File: src/assert_macros.svh
// ----------------------------------------------------------------------------
// assert_macros.svh
// Concurrent assertion helpers, compiled out for synthesis.
// ----------------------------------------------------------------------------
`ifndef ASSERT_MACROS_SVH
`define ASSERT_MACROS_SVH

`ifndef SYNTHESIS
// property must hold at every clock edge outside reset
`define ASSERT_PROP(lbl, clk, rst_n, prop) \
  lbl: assert property (@(posedge clk) disable iff (!(rst_n)) (prop)) \
    else $error("assertion failed");
// condition must never be seen outside reset
`define ASSERT_NEVER(lbl, clk, rst_n, cond) \
  lbl: assert property (@(posedge clk) disable iff (!(rst_n)) !(cond)) \
    else $error("forbidden condition seen");
`else
`define ASSERT_PROP(lbl, clk, rst_n, prop)
`define ASSERT_NEVER(lbl, clk, rst_n, cond)
`endif

`endif

File: src/pts_pkg.sv
// ----------------------------------------------------------------------------
// pts_pkg
// Shared constants, codes and types of the periodic task slot scheduler.
// ----------------------------------------------------------------------------
`default_nettype none

package pts_pkg;

  localparam int SLOT_COUNT    = 8;
  localparam int TASK_ID_BITS  = 8;
  localparam int PERIOD_BITS   = 16;
  localparam int COUNTER_BITS  = 32;
  localparam int SLOT_BITS     = (SLOT_COUNT > 1) ? $clog2(SLOT_COUNT) : 1;
  localparam int RMCNT_BITS    = $clog2(SLOT_COUNT + 1);

  // result field widths
  localparam int SLOT_IDX_BITS = 6;
  localparam int STATUS_BITS   = 7;

  typedef enum logic [1:0] {
    CMD_ADD    = 2'd0,
    CMD_REMOVE = 2'd1,
    CMD_TICK   = 2'd2,
    CMD_NONE   = 2'd3
  } pts_cmd_e;

  typedef enum logic [1:0] {
    KIND_ADD_ACK    = 2'd0,
    KIND_REMOVE_ACK = 2'd1,
    KIND_FIRE       = 2'd2,
    KIND_IDLE       = 2'd3
  } pts_kind_e;

  localparam logic [STATUS_BITS-1:0] ADD_ADDED   = STATUS_BITS'(0);
  localparam logic [STATUS_BITS-1:0] ADD_PRESENT = STATUS_BITS'(1);
  localparam logic [STATUS_BITS-1:0] ADD_FULL    = STATUS_BITS'(2);

  typedef enum logic [2:0] {
    ST_IDLE,
    ST_ADD_SCAN,
    ST_REM_SCAN,
    ST_TICK_SCAN,
    ST_TICK_WAIT,
    ST_EMIT
  } pts_state_e;

  typedef struct packed {
    pts_kind_e                kind;
    logic [TASK_ID_BITS-1:0]  task_id;
    logic [SLOT_IDX_BITS-1:0] slot_index;
    logic [STATUS_BITS-1:0]   status;
    logic                     last;
  } pts_res_t;

endpackage

`default_nettype wire

File: src/pts_if.sv
// ----------------------------------------------------------------------------
// pts_in_if / pts_out_if
// Valid/ready channels for command words and result words.
// ----------------------------------------------------------------------------
`default_nettype none

interface pts_in_if;
  import pts_pkg::*;
  logic                    valid;
  logic                    ready;
  logic [1:0]              command;
  logic [TASK_ID_BITS-1:0] task_id;
  logic [PERIOD_BITS-1:0]  period;

  modport source (output valid, output command, output task_id, output period,
                  input ready);
  modport sink   (input valid, input command, input task_id, input period,
                  output ready);
endinterface

interface pts_out_if;
  import pts_pkg::*;
  logic                     valid;
  logic                     ready;
  logic [1:0]               kind;
  logic [TASK_ID_BITS-1:0]  task_id_out;
  logic [SLOT_IDX_BITS-1:0] slot_index;
  logic [STATUS_BITS-1:0]   status;
  logic                     last;

  modport source (output valid, output kind, output task_id_out, output slot_index,
                  output status, output last, input ready);
  modport sink   (input valid, input kind, input task_id_out, input slot_index,
                  input status, input last, output ready);
endinterface

`default_nettype wire

File: src/pts_mod_unit.sv
// ----------------------------------------------------------------------------
// pts_mod_unit
// Iterative restoring remainder unit: counter value modulo period, one
// dividend bit per cycle.
// ----------------------------------------------------------------------------
`default_nettype none

module pts_mod_unit (
  input  wire logic                            clk_i,
  input  wire logic                            rst_ni,
  input  wire logic                            start_i,
  input  wire logic [pts_pkg::COUNTER_BITS-1:0] dividend_i,
  input  wire logic [pts_pkg::PERIOD_BITS-1:0]  divisor_i,
  output      logic                            busy_o,
  output      logic                            done_o,
  output      logic [pts_pkg::PERIOD_BITS-1:0]  rem_o
);
  import pts_pkg::*;

  localparam int CNT_BITS = $clog2(COUNTER_BITS + 1);

  logic [COUNTER_BITS-1:0] shift_q, shift_d;
  logic [PERIOD_BITS-1:0]  rem_q, rem_d;
  logic [PERIOD_BITS-1:0]  div_q, div_d;
  logic [CNT_BITS-1:0]     cnt_q, cnt_d;
  logic                    busy_q, busy_d;
  logic                    done_q, done_d;
  logic [PERIOD_BITS:0]    trial;

  always_comb begin
    shift_d = shift_q;
    rem_d   = rem_q;
    div_d   = div_q;
    cnt_d   = cnt_q;
    busy_d  = busy_q;
    done_d  = done_q;
    trial   = {rem_q, shift_q[COUNTER_BITS-1]};
    if (start_i) begin
      shift_d = dividend_i;
      rem_d   = '0;
      div_d   = divisor_i;
      cnt_d   = CNT_BITS'(COUNTER_BITS);
      busy_d  = 1'b1;
      done_d  = 1'b0;
    end else if (busy_q) begin
      // remainder stays below divisor, so the difference fits
      if (trial >= {1'b0, div_q}) begin
        rem_d = PERIOD_BITS'(trial - {1'b0, div_q});
      end else begin
        rem_d = trial[PERIOD_BITS-1:0];
      end
      shift_d = {shift_q[COUNTER_BITS-2:0], 1'b0};
      cnt_d   = cnt_q - CNT_BITS'(1);
      if (cnt_q == CNT_BITS'(1)) begin
        busy_d = 1'b0;
        done_d = 1'b1;
      end
    end
  end

  always_ff @(posedge clk_i or negedge rst_ni) begin
    if (!rst_ni) begin
      busy_q <= 1'b0;
      done_q <= 1'b0;
      cnt_q  <= '0;
    end else begin
      busy_q <= busy_d;
      done_q <= done_d;
      cnt_q  <= cnt_d;
    end
  end

  always_ff @(posedge clk_i) begin
    shift_q <= shift_d;
    rem_q   <= rem_d;
    div_q   <= div_d;
  end

  assign busy_o = busy_q;
  assign done_o = done_q;
  assign rem_o  = rem_q;

endmodule

`default_nettype wire

File: src/periodic_task_slot_scheduler_top.sv
// ----------------------------------------------------------------------------
// periodic_task_slot_scheduler_top
// Slot table of periodic tasks with add, remove and tick commands.
// ----------------------------------------------------------------------------
// One command word at a time. Add and remove walk the slot table one slot a
// cycle and then hand off the result. A tick walks all slots; each valid slot
// runs a 32-step remainder in the shared modulo unit (start, 32 steps, then
// the remainder is taken), and an empty slot is simply passed over. Fired
// tasks come out in slot order, the last one flagged; a tick with nothing due
// gives a single idle word. The command side is ready only between commands;
// a finished result waits in the output register and does not hold up the
// walk until a second one is due.
// ----------------------------------------------------------------------------
`default_nettype none
`include "assert_macros.svh"

module periodic_task_slot_scheduler_top (
  input  wire logic clk_i,
  input  wire logic rst_ni,
  pts_in_if.sink    cmd_i,
  pts_out_if.source res_o
);
  import pts_pkg::*;

  localparam logic [SLOT_BITS-1:0] LAST_SLOT = SLOT_BITS'(SLOT_COUNT - 1);

  pts_state_e state_q, state_d;

  logic                    slot_valid_q [SLOT_COUNT];
  logic [TASK_ID_BITS-1:0] slot_task_q  [SLOT_COUNT];
  logic [PERIOD_BITS-1:0]  slot_period_q[SLOT_COUNT];

  logic [SLOT_BITS-1:0]    ptr_q, ptr_d;
  logic [TASK_ID_BITS-1:0] id_q, id_d;
  logic [PERIOD_BITS-1:0]  per_q, per_d;
  logic [RMCNT_BITS-1:0]   rm_cnt_q, rm_cnt_d;
  logic [COUNTER_BITS-1:0] tick_cnt_q, tick_cnt_d;
  pts_res_t                pend_q, pend_d;
  logic                    pend_valid_q, pend_valid_d;
  pts_res_t                res_q, res_d;
  logic                    res_valid_q, res_valid_d;

  logic                    wr_en, wr_valid;
  logic [TASK_ID_BITS-1:0] wr_task;
  logic [PERIOD_BITS-1:0]  wr_period;

  logic                    div_start, div_busy, div_done;
  logic [PERIOD_BITS-1:0]  div_rem, div_divisor;
  logic [COUNTER_BITS-1:0] div_dividend;

  logic                    out_free;
  logic                    cmd_acc;

  assign out_free  = !res_valid_q || res_o.ready;
  assign cmd_i.ready = (state_q == ST_IDLE);
  assign cmd_acc   = cmd_i.valid && cmd_i.ready;

  pts_mod_unit u_mod (
    .clk_i      (clk_i),
    .rst_ni     (rst_ni),
    .start_i    (div_start),
    .dividend_i (div_dividend),
    .divisor_i  (div_divisor),
    .busy_o     (div_busy),
    .done_o     (div_done),
    .rem_o      (div_rem)
  );

  assign div_dividend = tick_cnt_q + COUNTER_BITS'(ptr_q);
  // stored periods are never zero, kept safe all the same
  assign div_divisor  = (slot_period_q[ptr_q] == '0) ? PERIOD_BITS'(1)
                                                     : slot_period_q[ptr_q];

  always_comb begin
    pts_res_t                pend_n;
    logic                    fire;
    logic [RMCNT_BITS-1:0]   cnt_n;
    logic [SLOT_IDX_BITS-1:0] slot_ext;

    state_d      = state_q;
    ptr_d        = ptr_q;
    id_d         = id_q;
    per_d        = per_q;
    rm_cnt_d     = rm_cnt_q;
    tick_cnt_d   = tick_cnt_q;
    pend_d       = pend_q;
    pend_valid_d = pend_valid_q;
    res_d        = res_q;
    res_valid_d  = res_valid_q && !res_o.ready;
    wr_en        = 1'b0;
    wr_valid     = 1'b0;
    wr_task      = '0;
    wr_period    = '0;
    div_start    = 1'b0;
    pend_n       = pend_q;
    fire         = 1'b0;
    cnt_n        = rm_cnt_q;
    slot_ext     = SLOT_IDX_BITS'(ptr_q);

    unique case (state_q)
      ST_IDLE: begin
        if (cmd_acc) begin
          id_d     = cmd_i.task_id;
          per_d    = (cmd_i.period == '0) ? PERIOD_BITS'(1) : cmd_i.period;
          ptr_d    = '0;
          rm_cnt_d = '0;
          unique case (pts_cmd_e'(cmd_i.command))
            CMD_ADD:    state_d = ST_ADD_SCAN;
            CMD_REMOVE: state_d = ST_REM_SCAN;
            CMD_TICK: begin
              tick_cnt_d = tick_cnt_q + COUNTER_BITS'(1);
              state_d    = ST_TICK_SCAN;
            end
            default:    state_d = ST_IDLE;
          endcase
        end
      end

      ST_ADD_SCAN: begin
        pend_n.kind       = KIND_ADD_ACK;
        pend_n.task_id    = id_q;
        pend_n.slot_index = '0;
        pend_n.last       = 1'b1;
        pend_n.status     = ADD_FULL;
        priority if (!slot_valid_q[ptr_q]) begin
          wr_en             = 1'b1;
          wr_valid          = 1'b1;
          wr_task           = id_q;
          wr_period         = per_q;
          pend_n.slot_index = slot_ext;
          pend_n.status     = ADD_ADDED;
          pend_d            = pend_n;
          pend_valid_d      = 1'b1;
          state_d           = ST_EMIT;
        end else if (slot_task_q[ptr_q] == id_q) begin
          pend_n.status = ADD_PRESENT;
          pend_d        = pend_n;
          pend_valid_d  = 1'b1;
          state_d       = ST_EMIT;
        end else if (ptr_q == LAST_SLOT) begin
          pend_d       = pend_n;
          pend_valid_d = 1'b1;
          state_d      = ST_EMIT;
        end else begin
          ptr_d = ptr_q + SLOT_BITS'(1);
        end
      end

      ST_REM_SCAN: begin
        if (slot_valid_q[ptr_q] && slot_task_q[ptr_q] == id_q) begin
          wr_en = 1'b1;
          cnt_n = rm_cnt_q + RMCNT_BITS'(1);
        end
        rm_cnt_d = cnt_n;
        if (ptr_q == LAST_SLOT) begin
          pend_n.kind       = KIND_REMOVE_ACK;
          pend_n.task_id    = id_q;
          pend_n.slot_index = '0;
          pend_n.status     = STATUS_BITS'(cnt_n);
          pend_n.last       = 1'b1;
          pend_d            = pend_n;
          pend_valid_d      = 1'b1;
          state_d           = ST_EMIT;
        end else begin
          ptr_d = ptr_q + SLOT_BITS'(1);
        end
      end

      ST_TICK_SCAN: begin
        priority if (slot_valid_q[ptr_q]) begin
          div_start = 1'b1;
          state_d   = ST_TICK_WAIT;
        end else if (ptr_q == LAST_SLOT) begin
          if (!pend_valid_q) begin
            pend_n.kind       = KIND_IDLE;
            pend_n.task_id    = '0;
            pend_n.slot_index = '0;
            pend_n.status     = '0;
          end
          pend_n.last  = 1'b1;
          pend_d       = pend_n;
          pend_valid_d = 1'b1;
          state_d      = ST_EMIT;
        end else begin
          ptr_d = ptr_q + SLOT_BITS'(1);
        end
      end

      ST_TICK_WAIT: begin
        fire = (div_rem == '0);
        // a second fire needs the earlier word moved out first
        if (div_done && !(fire && pend_valid_q && !out_free)) begin
          if (fire) begin
            if (pend_valid_q) begin
              res_d       = pend_q;
              res_valid_d = 1'b1;
            end
            pend_n.kind       = KIND_FIRE;
            pend_n.task_id    = slot_task_q[ptr_q];
            pend_n.slot_index = slot_ext;
            pend_n.status     = '0;
            pend_n.last       = 1'b0;
          end
          if (ptr_q == LAST_SLOT) begin
            if (!(fire || pend_valid_q)) begin
              pend_n.kind       = KIND_IDLE;
              pend_n.task_id    = '0;
              pend_n.slot_index = '0;
              pend_n.status     = '0;
            end
            pend_n.last  = 1'b1;
            pend_d       = pend_n;
            pend_valid_d = 1'b1;
            state_d      = ST_EMIT;
          end else begin
            pend_d       = pend_n;
            pend_valid_d = fire || pend_valid_q;
            ptr_d        = ptr_q + SLOT_BITS'(1);
            state_d      = ST_TICK_SCAN;
          end
        end
      end

      ST_EMIT: begin
        if (out_free) begin
          res_d        = pend_q;
          res_valid_d  = 1'b1;
          pend_valid_d = 1'b0;
          state_d      = ST_IDLE;
        end
      end

      default: state_d = ST_IDLE;
    endcase
  end

  always_ff @(posedge clk_i or negedge rst_ni) begin
    if (!rst_ni) begin
      state_q      <= ST_IDLE;
      ptr_q        <= '0;
      rm_cnt_q     <= '0;
      tick_cnt_q   <= '0;
      pend_valid_q <= 1'b0;
      res_valid_q  <= 1'b0;
      for (int i = 0; i < SLOT_COUNT; i++) begin
        slot_valid_q[i] <= 1'b0;
      end
    end else begin
      state_q      <= state_d;
      ptr_q        <= ptr_d;
      rm_cnt_q     <= rm_cnt_d;
      tick_cnt_q   <= tick_cnt_d;
      pend_valid_q <= pend_valid_d;
      res_valid_q  <= res_valid_d;
      if (wr_en) begin
        slot_valid_q[ptr_q] <= wr_valid;
      end
    end
  end

  // payload, qualified by the valid bits
  always_ff @(posedge clk_i) begin
    id_q   <= id_d;
    per_q  <= per_d;
    pend_q <= pend_d;
    res_q  <= res_d;
    if (wr_en) begin
      slot_task_q[ptr_q]   <= wr_task;
      slot_period_q[ptr_q] <= wr_period;
    end
  end

  assign res_o.valid       = res_valid_q;
  assign res_o.kind        = res_q.kind;
  assign res_o.task_id_out = res_q.task_id;
  assign res_o.slot_index  = res_q.slot_index;
  assign res_o.status      = res_q.status;
  assign res_o.last        = res_q.last;

  `ASSERT_NEVER(a_ready_with_pend, clk_i, rst_ni, cmd_i.ready && pend_valid_q)
  `ASSERT_NEVER(a_div_restart, clk_i, rst_ni, div_start && div_busy)
  `ASSERT_PROP(a_tick_cnt_hold, clk_i, rst_ni,
    !(cmd_acc && cmd_i.command == CMD_TICK) |=> $stable(tick_cnt_q))
  `ASSERT_PROP(a_emit_only_if_pend, clk_i, rst_ni,
    (state_q == ST_EMIT) |-> pend_valid_q)

endmodule

`default_nettype wire
File: src/flat_wrapper.sv
// flat-port wrapper written by rule: the top's interface ports become plain ports
module periodic_task_slot_scheduler_top_flat import pts_pkg::*;
  (clk_i, rst_ni, cmd_i_valid, cmd_i_command, cmd_i_task_id, cmd_i_period, cmd_i_ready, res_o_valid, res_o_kind, res_o_task_id_out, res_o_slot_index, res_o_status, res_o_last, res_o_ready);
  pts_in_if cmd_i_i ();
  pts_out_if res_o_i ();
  input  wire logic clk_i;
  input  wire logic rst_ni;
  input wire logic [$bits(cmd_i_i.valid)-1:0] cmd_i_valid;
  input wire logic [$bits(cmd_i_i.command)-1:0] cmd_i_command;
  input wire logic [$bits(cmd_i_i.task_id)-1:0] cmd_i_task_id;
  input wire logic [$bits(cmd_i_i.period)-1:0] cmd_i_period;
  output wire logic [$bits(cmd_i_i.ready)-1:0] cmd_i_ready;
  output wire logic [$bits(res_o_i.valid)-1:0] res_o_valid;
  output wire logic [$bits(res_o_i.kind)-1:0] res_o_kind;
  output wire logic [$bits(res_o_i.task_id_out)-1:0] res_o_task_id_out;
  output wire logic [$bits(res_o_i.slot_index)-1:0] res_o_slot_index;
  output wire logic [$bits(res_o_i.status)-1:0] res_o_status;
  output wire logic [$bits(res_o_i.last)-1:0] res_o_last;
  input wire logic [$bits(res_o_i.ready)-1:0] res_o_ready;
  assign cmd_i_i.valid = cmd_i_valid;
  assign cmd_i_i.command = cmd_i_command;
  assign cmd_i_i.task_id = cmd_i_task_id;
  assign cmd_i_i.period = cmd_i_period;
  assign cmd_i_ready = cmd_i_i.ready;
  assign res_o_valid = res_o_i.valid;
  assign res_o_kind = res_o_i.kind;
  assign res_o_task_id_out = res_o_i.task_id_out;
  assign res_o_slot_index = res_o_i.slot_index;
  assign res_o_status = res_o_i.status;
  assign res_o_last = res_o_i.last;
  assign res_o_i.ready = res_o_ready;
  periodic_task_slot_scheduler_top u_core (.clk_i(clk_i), .rst_ni(rst_ni), .cmd_i(cmd_i_i), .res_o(res_o_i));
endmodule
File: config.mk
export PLATFORM = sky130hd
export DESIGN_NAME = periodic_task_slot_scheduler_top_flat
export DESIGN_NICKNAME = d
export VERILOG_FILES = /design/src/pts_pkg.sv /design/src/pts_if.sv /design/src/pts_mod_unit.sv /design/src/periodic_task_slot_scheduler_top.sv /design/src/flat_wrapper.sv
export VERILOG_INCLUDE_DIRS = /design/src /design/src/src
export SDC_FILE = /design/constraint.sdc
export NUM_CORES = 1
export LEC_CHECK = 0
export BUFFER_PORTS_ARGS = -buffer_cell sky130_fd_sc_hd__buf_2
export CAP_MARGIN = 20
export CORE_MARGIN = 5
export CORE_UTILIZATION = 45
export CTS_CLUSTER_DIAMETER = 60
export DETAILED_ROUTE_END_ITERATION = 16
export MAX_ROUTING_LAYER = met4
export PLACE_DENSITY = 0.67
export SLEW_MARGIN = 20
export SYNTH_ARGS = -nofsm -noshare
export SYNTH_HDL_FRONTEND = slang
export SYNTH_HIERARCHICAL = 1
export SYNTH_SLANG_ARGS = --single-unit
export TNS_END_PERCENT = 1
File: constraint.sdc
create_clock -name clk_i -period 5.9 [get_ports clk_i]
set_input_delay 0.59 -clock clk_i [delete_from_list [all_inputs] [get_ports clk_i]]
set_output_delay 0.59 -clock clk_i [all_outputs]
set_load 0.05 [all_outputs]
Yosys cells after proc, flatten, opt, wreduce, memory -nomap -nowiden
Memories as Yosys holds them, arrays and structs flattened.
Index checks and enable logic that the tools add are counted.
- bits of input ports: 30
- memories: 2
- word-level logic and storage cells: 181
- bits in writable memories: 192
- output and inout port bits: 26
- register bits after elaboration: 196
- memories (memory ; words ; width ; read ports ; clocked after Yosys merged registers in ; write ports ; RTL line ; text):
    u_core.slot_period_q ; 8 ; 16 ; 1 ; 0 ; 1 ; periodic_task_slot_scheduler_top.sv:31 ; logic [PERIOD_BITS-1:0] slot_period_q[SLOT_COUNT];
    u_core.slot_task_q ; 8 ; 8 ; 1 ; 0 ; 1 ; periodic_task_slot_scheduler_top.sv:30 ; logic [TASK_ID_BITS-1:0] slot_task_q [SLOT_COUNT];
- eq/ne operators: 23
- reduce and logical (&&, ||, !) cells: 35
- bitwise gates (word level): 1
- multiplexer cells: 79
- $lt $le $gt $ge: 3
- add/sub/neg operators: 6
- operators by type and width (cell ; count):
    24-bit two-way mux ; 13
    24-bit one-hot mux with 4 select lines ; 1
    32-bit two-way mux ; 2
    16-bit zero test ; 3
    16-bit two-way mux ; 3
    24-bit one-hot mux with 2 select lines ; 1
    23-bit two-way mux ; 2
    3-bit two-way mux ; 14
    32-bit by 1-bit adder with 32-bit output (second input constant) ; 1
    32-bit by 3-bit adder with 32-bit output ; 1
    1-bit two-way mux ; 27
    3-bit one-hot mux with 6 select lines ; 1
    17-bit by 16-bit greater-or-equal comparator with 1-bit output ; 1
    8-bit two-way mux ; 2
    16-bit subtractor ; 1
    3-bit one-hot mux with 5 select lines ; 1
    2-bit by 1-bit inequality test with 1-bit output (second input constant) ; 7
    7-bit AND reduction ; 2
    6-bit two-way mux ; 2
    5-bit nonzero test ; 2
    3-bit == test (second input constant) ; 3
    8-bit bitwise mux ; 1
    8-bit == test ; 1
    4-bit two-way mux ; 2
    other kinds (32) ; 53

Logic depth before layout (Yosys ltp)
Gate-level depths: netlist of run 1.
- word-level depth: 9
- depth in mapped cells: 17
- gate-level depth less buffers: 11

Cells and area by module
Netlist of run 1, hierarchy kept.
- modules (own cells, without submodules) (module ; area each (um^2) ; instances ; cells an instance ; seq. area each (um^2)):
    periodic_task_slot_scheduler_top ; 13629.3 ; 1 ; 988 ; 9228.9
    pts_mod_unit ; 3738.6 ; 1 ; 318 ; 1961.9

Least setup slack after synthesis of run 1
No wires, ideal clock.
- path type: register -> register
- start point: register u_core.ptr_q[0]
- end point: memory u_core.slot_period_q[0][0], enable pin
- data arrival time: 3.694 ns
- cell stages (with the launch flop): 11
- period minus slack after synthesis: 4.099 ns
- data required time: 5.495 ns
- library setup time: 0.405 ns
- buffers on the path: 2
- setup slack: 1.801 ns
- cells stage by stage: dfrtp_1 > buf_4 > buf_6 > mux2_1 > o22ai_2 > nor3_1 > or4b_4 > nor4_4 > a31oi_1 > or2_1 > nor2_1
- longest elaborated chain between the ends: 9
- elaborated cells between the ends (all ways): 12
- classes of those cells: 1 x eq/ne; 8 x mux; 1 x bitwise; 1 x reduce/logical; 1 x memory
- RTL lines (element ; RTL line ; text):
    from (decl) ; periodic_task_slot_scheduler_top.sv:33 ; logic [SLOT_BITS-1:0] ptr_q, ptr_d;
    from (signal assigned) ; periodic_task_slot_scheduler_top.sv:250 ; ptr_q <= ptr_d;
    parallel branches: the longest is 9 deep, another holds memory 8 x 8 bit ; n/a ;
    to (decl) ; periodic_task_slot_scheduler_top.sv:31 ;
Parallel ways; which one is timed is not known. The select of a mux whose other input is x is not followed.

Worst setup path after layout of run 1
- start point: register u_core.ptr_q[0]
- end point: memory u_core.slot_period_q[0][13], enable pin
The elaborated chain is that of the path after synthesis.

==> results of run 1 <==
-- cell type report --
cell class / count / area share (%)
sequential: 388 / 57.2
multi-input combinational: 797 / 29.2
clock buffer: 49 / 5.61
tap: 518 / 3.31
timing repair buffer: 75 / 2.37
clock inverter: 30 / 1.45
inverter: 43 / 0.825
-- per-stage QoR --
stage | util (%) | worst slack, ns
6_report | 51.0 | 1.53
5_1_grt | 51.0 | 1.35
4_1_cts | 51.0 | 1.56
3_5_place_dp | 47.4 | 1.56
3_3_place_gp | 47.4 | 1.70
2_1_floorplan | - | 1.80
-- cell usage in the layout (no fill, tap or decap), types with 5 or more instances in the layout --
cell / count
clkinv_2: 11
nor3_1: 26
a22o_1: 6
nand2_1: 94
a31oi_1: 8
buf_4: 17
mux4_2: 14
clkinv_1: 7
mux2_1: 5
nor2_2: 8
dfrtp_1: 59
buf_2: 55
a22oi_1: 9
nand4_1: 13
a211oi_1: 12
nand2b_1: 5
and3_1: 34
or3_1: 7
nor2b_1: 9
a21oi_1: 42
xnor2_1: 39
a221oi_1: 11
and2_1: 11
a21o_1: 9
xor2_1: 41
nor4_1: 14
nor2_1: 84
clkbuf_16: 43
ha_1: 30
clkbuf_1: 6
mux2i_1: 24
nand3_1: 34
o21ai_0: 43
mux2_2: 62
o22ai_1: 19
dfxtp_1: 16
o31ai_1: 13
inv_1: 42
edfxtp_1: 312
-- power groups by stage --
stage               registers (uW)  logic (uW)  clock network (uW)
detailed placement            2980        24.5                   0
CTS                           2920        24.5                2670
global route                  2920        27.2                2790
floorplan                     2980        5.72                   0
global placement              2980        23.7                   0
finish                        2920        23.5                2610
-- worst max-delay path: cells and delay by family, from the launching register on --
kind	cells	cell delay, ns
flops	1	0.82
simple gates	5	1.99
buf+inv	2	0.47
mux	1	0.39
compound gates	2	0.43
-- routing by layer --
layer / vias to the layer above / track usage (%)
met1: 5344 / 24.6
met4: 0 / 5.56
met5: - / -
met2: 357 / 28.8
li1: 4997 / -
met3: 60 / 3.31
-- synthesized netlist by cell type (5+ instances only) --
cell	n
a31oi_1	8
dfrtp_1	60
inv_1	43
nor3_1	26
nand2_1	94
and3_1	34
nand3_1	34
o31ai_1	13
o21ai_0	43
mux2i_1	24
edfxtp_1	312
buf_1	8
a21oi_1	43
nand4_1	13
xor2_1	41
mux2_1	5
a211oi_1	13
nor2_1	92
a22oi_1	9
mux4_2	14
dfxtp_1	16
a22o_1	6
and2_1	11
nand2b_1	5
nor2b_1	9
o22ai_1	19
or3_1	7
buf_2	7
nor4_1	15
ha_1	30
a221oi_1	11
xnor2_1	39
clkbuf_1	59
mux2_2	62
a21o_1	9
-- state kept, by name (all words and copies together), names as in the netlist, 16 cells and up --
name	count
u_core/tick_cnt_q	32
u_core/pend_q	24
u_core/slot_task_q	64
u_core/u_mod/rem_o	16
u_core/u_mod/shift_q	32
u_core/slot_period_q	128
u_core/u_mod/div_q	16
u_core/per_q	16
-- worst paths after layout --
| check | from | slack, ns | endpoint |
|---|---|---|---|
| max | u_core/ptr_q[0] | 1.53 | u_core/slot_period_q[0][13] |
| min | cmd_i_task_id[3] | 0.20 | u_core/id_q[3] |
| max reg2reg | u_core/ptr_q[0] | 1.53 | u_core/slot_period_q[0][13] |
| min reg2reg | u_core/pend_q[0] | 0.45 | u_core/res_o.last |
| max in group asynchronous | rst_ni | 5.06 | u_core/ptr_q[0] |
| min in group asynchronous | rst_ni | 0.21 | u_core/tick_cnt_q[23] |
-- kinds of logic after synthesis --
kind of cell / Yosys count / synth area share, %
compound gates: 223 / 8.75
xor+xnor: 80 / 4.03
fa+ha+maj: 32 / 2.39
flops: 388 / 64.4
buf+inv: 121 / 2.82
mux: 106 / 7.62
simple gates: 356 / 9.96
==> flow_summary.yaml, run 1 <==
power:
  p_switching_uw: 1100
  power_density_mw_per_mm2: 284
  power_uw: 5560
  p_sw_share_pct: 19.8
  power.share.sequential_pct: 52.6
  comb_power_share_pct: 0.4
  vdd_drop_max_v: 0.000303
  p_leak_uw: 0.00677
  clockPowerShare_pct: 47.0
  power.internal_uw: 4460
worst_setup_path:
  critical_path_required_ns: 6.18
  startpoint_type: "flip-flop"
  cp_slowest_stage_delay_ns: 0.82
  rr_worst_depth: 10
  cp.arrival_ns: 4.65
  critical_path_class: "flip-flop to flip-flop"
  slowest_stage: "dfrtp_4"
  path_cells: "mux2_1 > o22ai_1 > nor3_1 > or4b_4 > nor4_4 > a31oi_1 > buf_4 > or2_1 > nor2_2 > buf_12"
  end_kind: "flip-flop"
  worstPathMaxFanout: 46
sta:
  fin_crit_sh_pct: 74.1
  hold_slack_ns: 0.196
  relSlewSlack_pct: 29.5
  min_period_ns: 4.37
  tightestPinTransition_ns: 1.05
  slew_violations: 0
  rsz0062_at_grt: "false"
  skew_ns: 0.0296
  final_hold_viol_count: 0
  finalSetupViolCount: 0
  finalSetupTns_ns: 0
  fmaxAchievable_mhz: 229
placed_design:
  placed_cells: 1821
  placed_cell_area_sq_mm: 0.0182
  port_buffers: 55
  dp_hpwl_microns: 24900
  place_congestion: 0.869
final_layout:
  diodes: 0
  multi_input_area_sq_mm: 0.00572
  layout.nets: 1410
  final_cells: 1900
  area_growth_syn_to_layout_pct: 12.7
  seq_area_sq_mm: 0.0112
  nFillCells: 3329
  final_cell_area_sq_mm: 0.0196
  layout-drive-gt1-share_pct: 17.9
route:
  wl_microns: 37600
  highest_layer: "met4"
  wl_met3_microns: 2490
  viasPerCell: 5.66
  wl_met1_microns: 16300
  ant_nets: 0
  drcViolationCount: 0
  dr.pass1.iters: 5
  drt_iter0_drc: 753
  route.met2.wl_microns: 17900
  wl_per_cell_microns: 19.8
  vias: 10758
clock_network:
  h-tree-depth: 2
  ctsHoldBuffers: 0
  cts_tree: "done"
  insertion_delay_ns: 0.57
  cts_setup_buffers: 0
  numClockSinks: 388
  clk_pin_slew_worst_paths_ns: 0.06
  cts_buffer_depth: 3
  cts-resized-gates: 0
  ctsRootBufferMaster: "clkbuf_16"
  numCtsBuffers: 43
floorplan:
  die_area_sq_mm: 0.0426
  ios: 56
  start_util_pct: 45.3
  coreArea_sq_mm: 0.0384
  dieHeight_microns: 206
  die_x_microns: 206
  row_count: 72
global_route:
  grt_usage_pct: 18.3
  grt_overflow_total: 0
  grt_pass1_wl_microns: 60100
  grt_antenna_before_repair: 0
  grt_start_max_net_pins: 73
  grt_pass1_vias: 10922
status:
  status: "finished, final reports clean"
yosys:
  synth-seq-cells: 388
  syn-num-nets: 1368
  yosys_most_used_dff: "edfxtp_1"
  synth_edf_count: 312
  ys_async_sr_fraction_pct: 15.5
  syn-cell-area_sq_mm: 0.0174
  synthCells: 1306
  yosysWarnings: 6
  synth_top_area_cell: "edfxtp_1"
  synth_cell_type_count: 73
  yosysTopAreaCellShare_pct: 53.9
  synth.area.top_cells: "edfxtp_1, dfrtp_1, mux2_2"
  ys_seq_area_share_pct: 64.4
  synth_area_per_cell_sq_um: 13.3
min_path:
  hp-class: "primary input to flip-flop"
  min_path_cells: 1
run:
  maxCapViolCount: 0
No activity file was read; power rests on OpenSTA's default activity.
==> inputs of run 2 (changes only) <==
ABC_AREA = 1   (was unset)
clock period = 4.2 ns   (was 5.9 ns; I/O delays follow)
==> run 2 against run 1 <==
Die area increased by 5.1%; fmax is 35% higher; total power is 140% higher; via count increased by 17%; critical path depth is 3 higher; non-clock buffer count increased by 14; global-route usage grew 0.92 points; largest power group unchanged.
==> flow_summary.yaml, run 2 <==
yosys:
  post-synth-top-count-cell: "nand2_1"
  syn-cell-area_sq_mm: 0.0183
  yosysWarnings: 6
  synth_edf_count: 312
  synth-seq-cells: 388
  synthXorXnorAreaFrac_pct: 3.53
  ys_async_sr_fraction_pct: 15.5
  synth_top_area_cell: "edfxtp_1"
  synth_area_per_cell_sq_um: 10.2
  synth_cell_type_count: 60
  synthCells: 1790
  yosys_most_used_dff: "edfxtp_1"
  synth.area.top_cells: "edfxtp_1, nand2_1, dfrtp_1"
  synth_top_family_by_area: "simple AND/OR/NAND/NOR gates"
  synth_adder_area_share_pct: 2.27
  synth_top_cells_by_count: "nand2_1, edfxtp_1, inv_1"
  yosysTopAreaCellShare_pct: 51.2
  ys_seq_area_share_pct: 61.1
  synthMuxAreaShare_pct: 0
  synth-compound-area-share_pct: 4.59
  synthSimpleGateAreaFrac_pct: 21.8
  syn-num-nets: 1852
final_layout:
  layout_commonest_cell: "nand2_1"
  top_regs: "u_core/slot_period_q (128), u_core/slot_task_q (64)"
  multi_input_area_sq_mm: 0.00592
  layout.nets: 1935
  largest_reg_flops: 128
  largest_register: "u_core/slot_period_q"
  final_cells: 2430
  diodes: 0
  nFillCells: 3544
  layout-drive-gt1-share_pct: 12.2
  final_cell_mix: "nand2_1, edfxtp_1, inv_1"
  seq_area_sq_mm: 0.0112
  area_growth_syn_to_layout_pct: 12.7
floorplan:
  start_util_pct: 45.7
  coreArea_sq_mm: 0.0400
  ios: 56
  row_count: 73
  die_x_microns: 212
  dieHeight_microns: 212
  die_area_sq_mm: 0.0448
route:
  drt_iter0_drc: 1218
  dr.pass1.iters: 6
  ant_nets: 0
  viasPerCell: 5.17
  wl_microns: 41400
  drcViolationCount: 0
  vias: 12554
  wl_per_cell_microns: 17.0
run:
  maxCapViolCount: 0
clock_network:
  cts_setup_buffers: 0
  numCtsBuffers: 42
  numClockSinks: 388
  insertion_delay_ns: 0.57
  cts_tree: "done"
  cts_buffer_depth: 3
  h-tree-depth: 2
  clk_pin_slew_worst_paths_ns: 0.06
  ctsRootBufferMaster: "clkbuf_16"
sta:
  skew_ns: 0.0198
  hold_slack_ns: 0.0392
  fin_crit_sh_pct: 77.3
  min_period_ns: 3.25
  finalSetupViolCount: 0
  relSlewSlack_pct: 42.9
  slew_violations: 0
  tightestPinTransition_ns: 0.856
  final_hold_viol_count: 0
  rsz0062_at_grt: "false"
  fmaxAchievable_mhz: 308
  finalSetupTns_ns: 0
placed_design:
  dp_hpwl_microns: 28000
  port_buffers: 55
  place_congestion: 0.921
  placed_cells: 2347
global_route:
  grt_pass1_vias: 12456
  grt_antenna_before_repair: 0
  grt_pass1_wl_microns: 67500
  grt_start_max_net_pins: 56
  grt_usage_pct: 19.2
  grt_overflow_total: 0
worst_setup_path:
  r2r_start: "u_core/ptr_q[2]"
  worstPathMaxFanout: 13
  startpoint_type: "flip-flop"
  critPathLaunch: "u_core/ptr_q[2]"
  critical_path_required_ns: 4.47
  cp.arrival_ns: 3.52
  critical_path_class: "flip-flop to flip-flop"
  end_kind: "flip-flop"
min_path:
  hp-start: "cmd_i_period[1]"
  hp-class: "primary input to flip-flop"
power:
  vdd_drop_max_v: 0.000373
  p_leak_uw: 0.00887
  power_density_mw_per_mm2: 640
status:
  status: "finished, final reports clean"
[run 2: cell count changes after synthesis, sizes merged, moves of 32 or more]
cell	delta
inv	+196
and3	-32
mux2	-67
nor2	+65
nand3	+76
clkbuf	-32
nand2	+432
[run 2: area by class of cell]
type | instances | share of cell area [%]
well taps | 525 | 3.19
repair buffers | 89 | 2.79
multi-input cells | 1106 | 28.7
clock buffers | 56 | 5.45
clock inverters | 20 | 1.13
flip-flops and latches | 388 | 54.3
inverters | 246 | 4.49
[run 2: repair_timing]
item                      CTS  global route
hold endpoints to repair    6            41
hold buffers                6             1
resized for setup           0             0
[run 2: kinds of logic (layout without fill, tap and decap cells)]
| logic type | count (synthesis) | count (layout) |
|---|---|---|
| AOI/OAI and AO/OA | 130 | 130 |
| xor gates and xnor gates | 73 | 73 |
| adders and majority gates | 32 | 32 |
| buffers and inverters | 296 | 411 |
| DFF | 388 | 388 |
| and+or+nand+nor | 871 | 871 |
[run 2: stage by stage]
step                power, uW  cell area (sq um)  worst slack (ns)  utilization, %
floorplan                8550              18300             0.649               -
global placement         9540              19200              1.04            48.0
detailed placement       9610              19200             0.936            48.0
CTS                     13300              20600             0.921            51.5
global route            14000              20600             0.710            51.6
finish                  13200              20600             0.954            51.6
[run 2: path summary, 6_finish.rpt]
kind | to | slack [ns] | cells after the start
setup / recovery | u_core/slot_period_q[3][7] | 0.95 | 13
hold / removal | u_core/per_q[1] | 0.04 | 1
setup reg to reg | u_core/slot_period_q[3][7] | 0.95 | 13
hold reg to reg | u_core/res_o.last | 0.43 | 0
max in group asynchronous | u_core/rm_cnt_q[0] | 3.04 | 3
min in group asynchronous | u_core/tick_cnt_q[15] | 0.43 | 2
[run 2: critical path, stage by stage, from the launching register on]
cell,delay [ns]
dfrtp_1,0.63
inv_1,0.19
nor2_4,0.29
nand3_1,0.11
nand2_1,0.13
nor2_4,0.06
xor2_2,0.13
nand2_2,0.11
nor2_8,0.18
nand4_4,0.10
nand2_4,0.17
nand2_2,0.08
inv_1,0.52
buf_12,0.22
[run 2: power by group]
| part | internal [uW] | switching (uW) | total (uW) | leakage (uW) |
|---|---|---|---|---|
| clock | 2100 | 1530 | 3630 | 0.000654 |
| combinational | 1250 | 2770 | 4030 | 0.00446 |
| sequential | 5160 | 382 | 5540 | 0.00376 |
| total | 8510 | 4690 | 13200 | 0.00887 |
[run 2: routing by layer]
layer / vias up / wire length, microns / share of wire [%] / track usage, %
li1: 6097 / - / - / -
met1: 6028 / 19200 / 46 / 27.5
met2: 372 / 18800 / 45 / 29.0
met3: 57 / 2590 / 6.3 / 3.05
met4: 0 / 768 / 1.9 / 5.09
met5: - / 0 / 0 / -
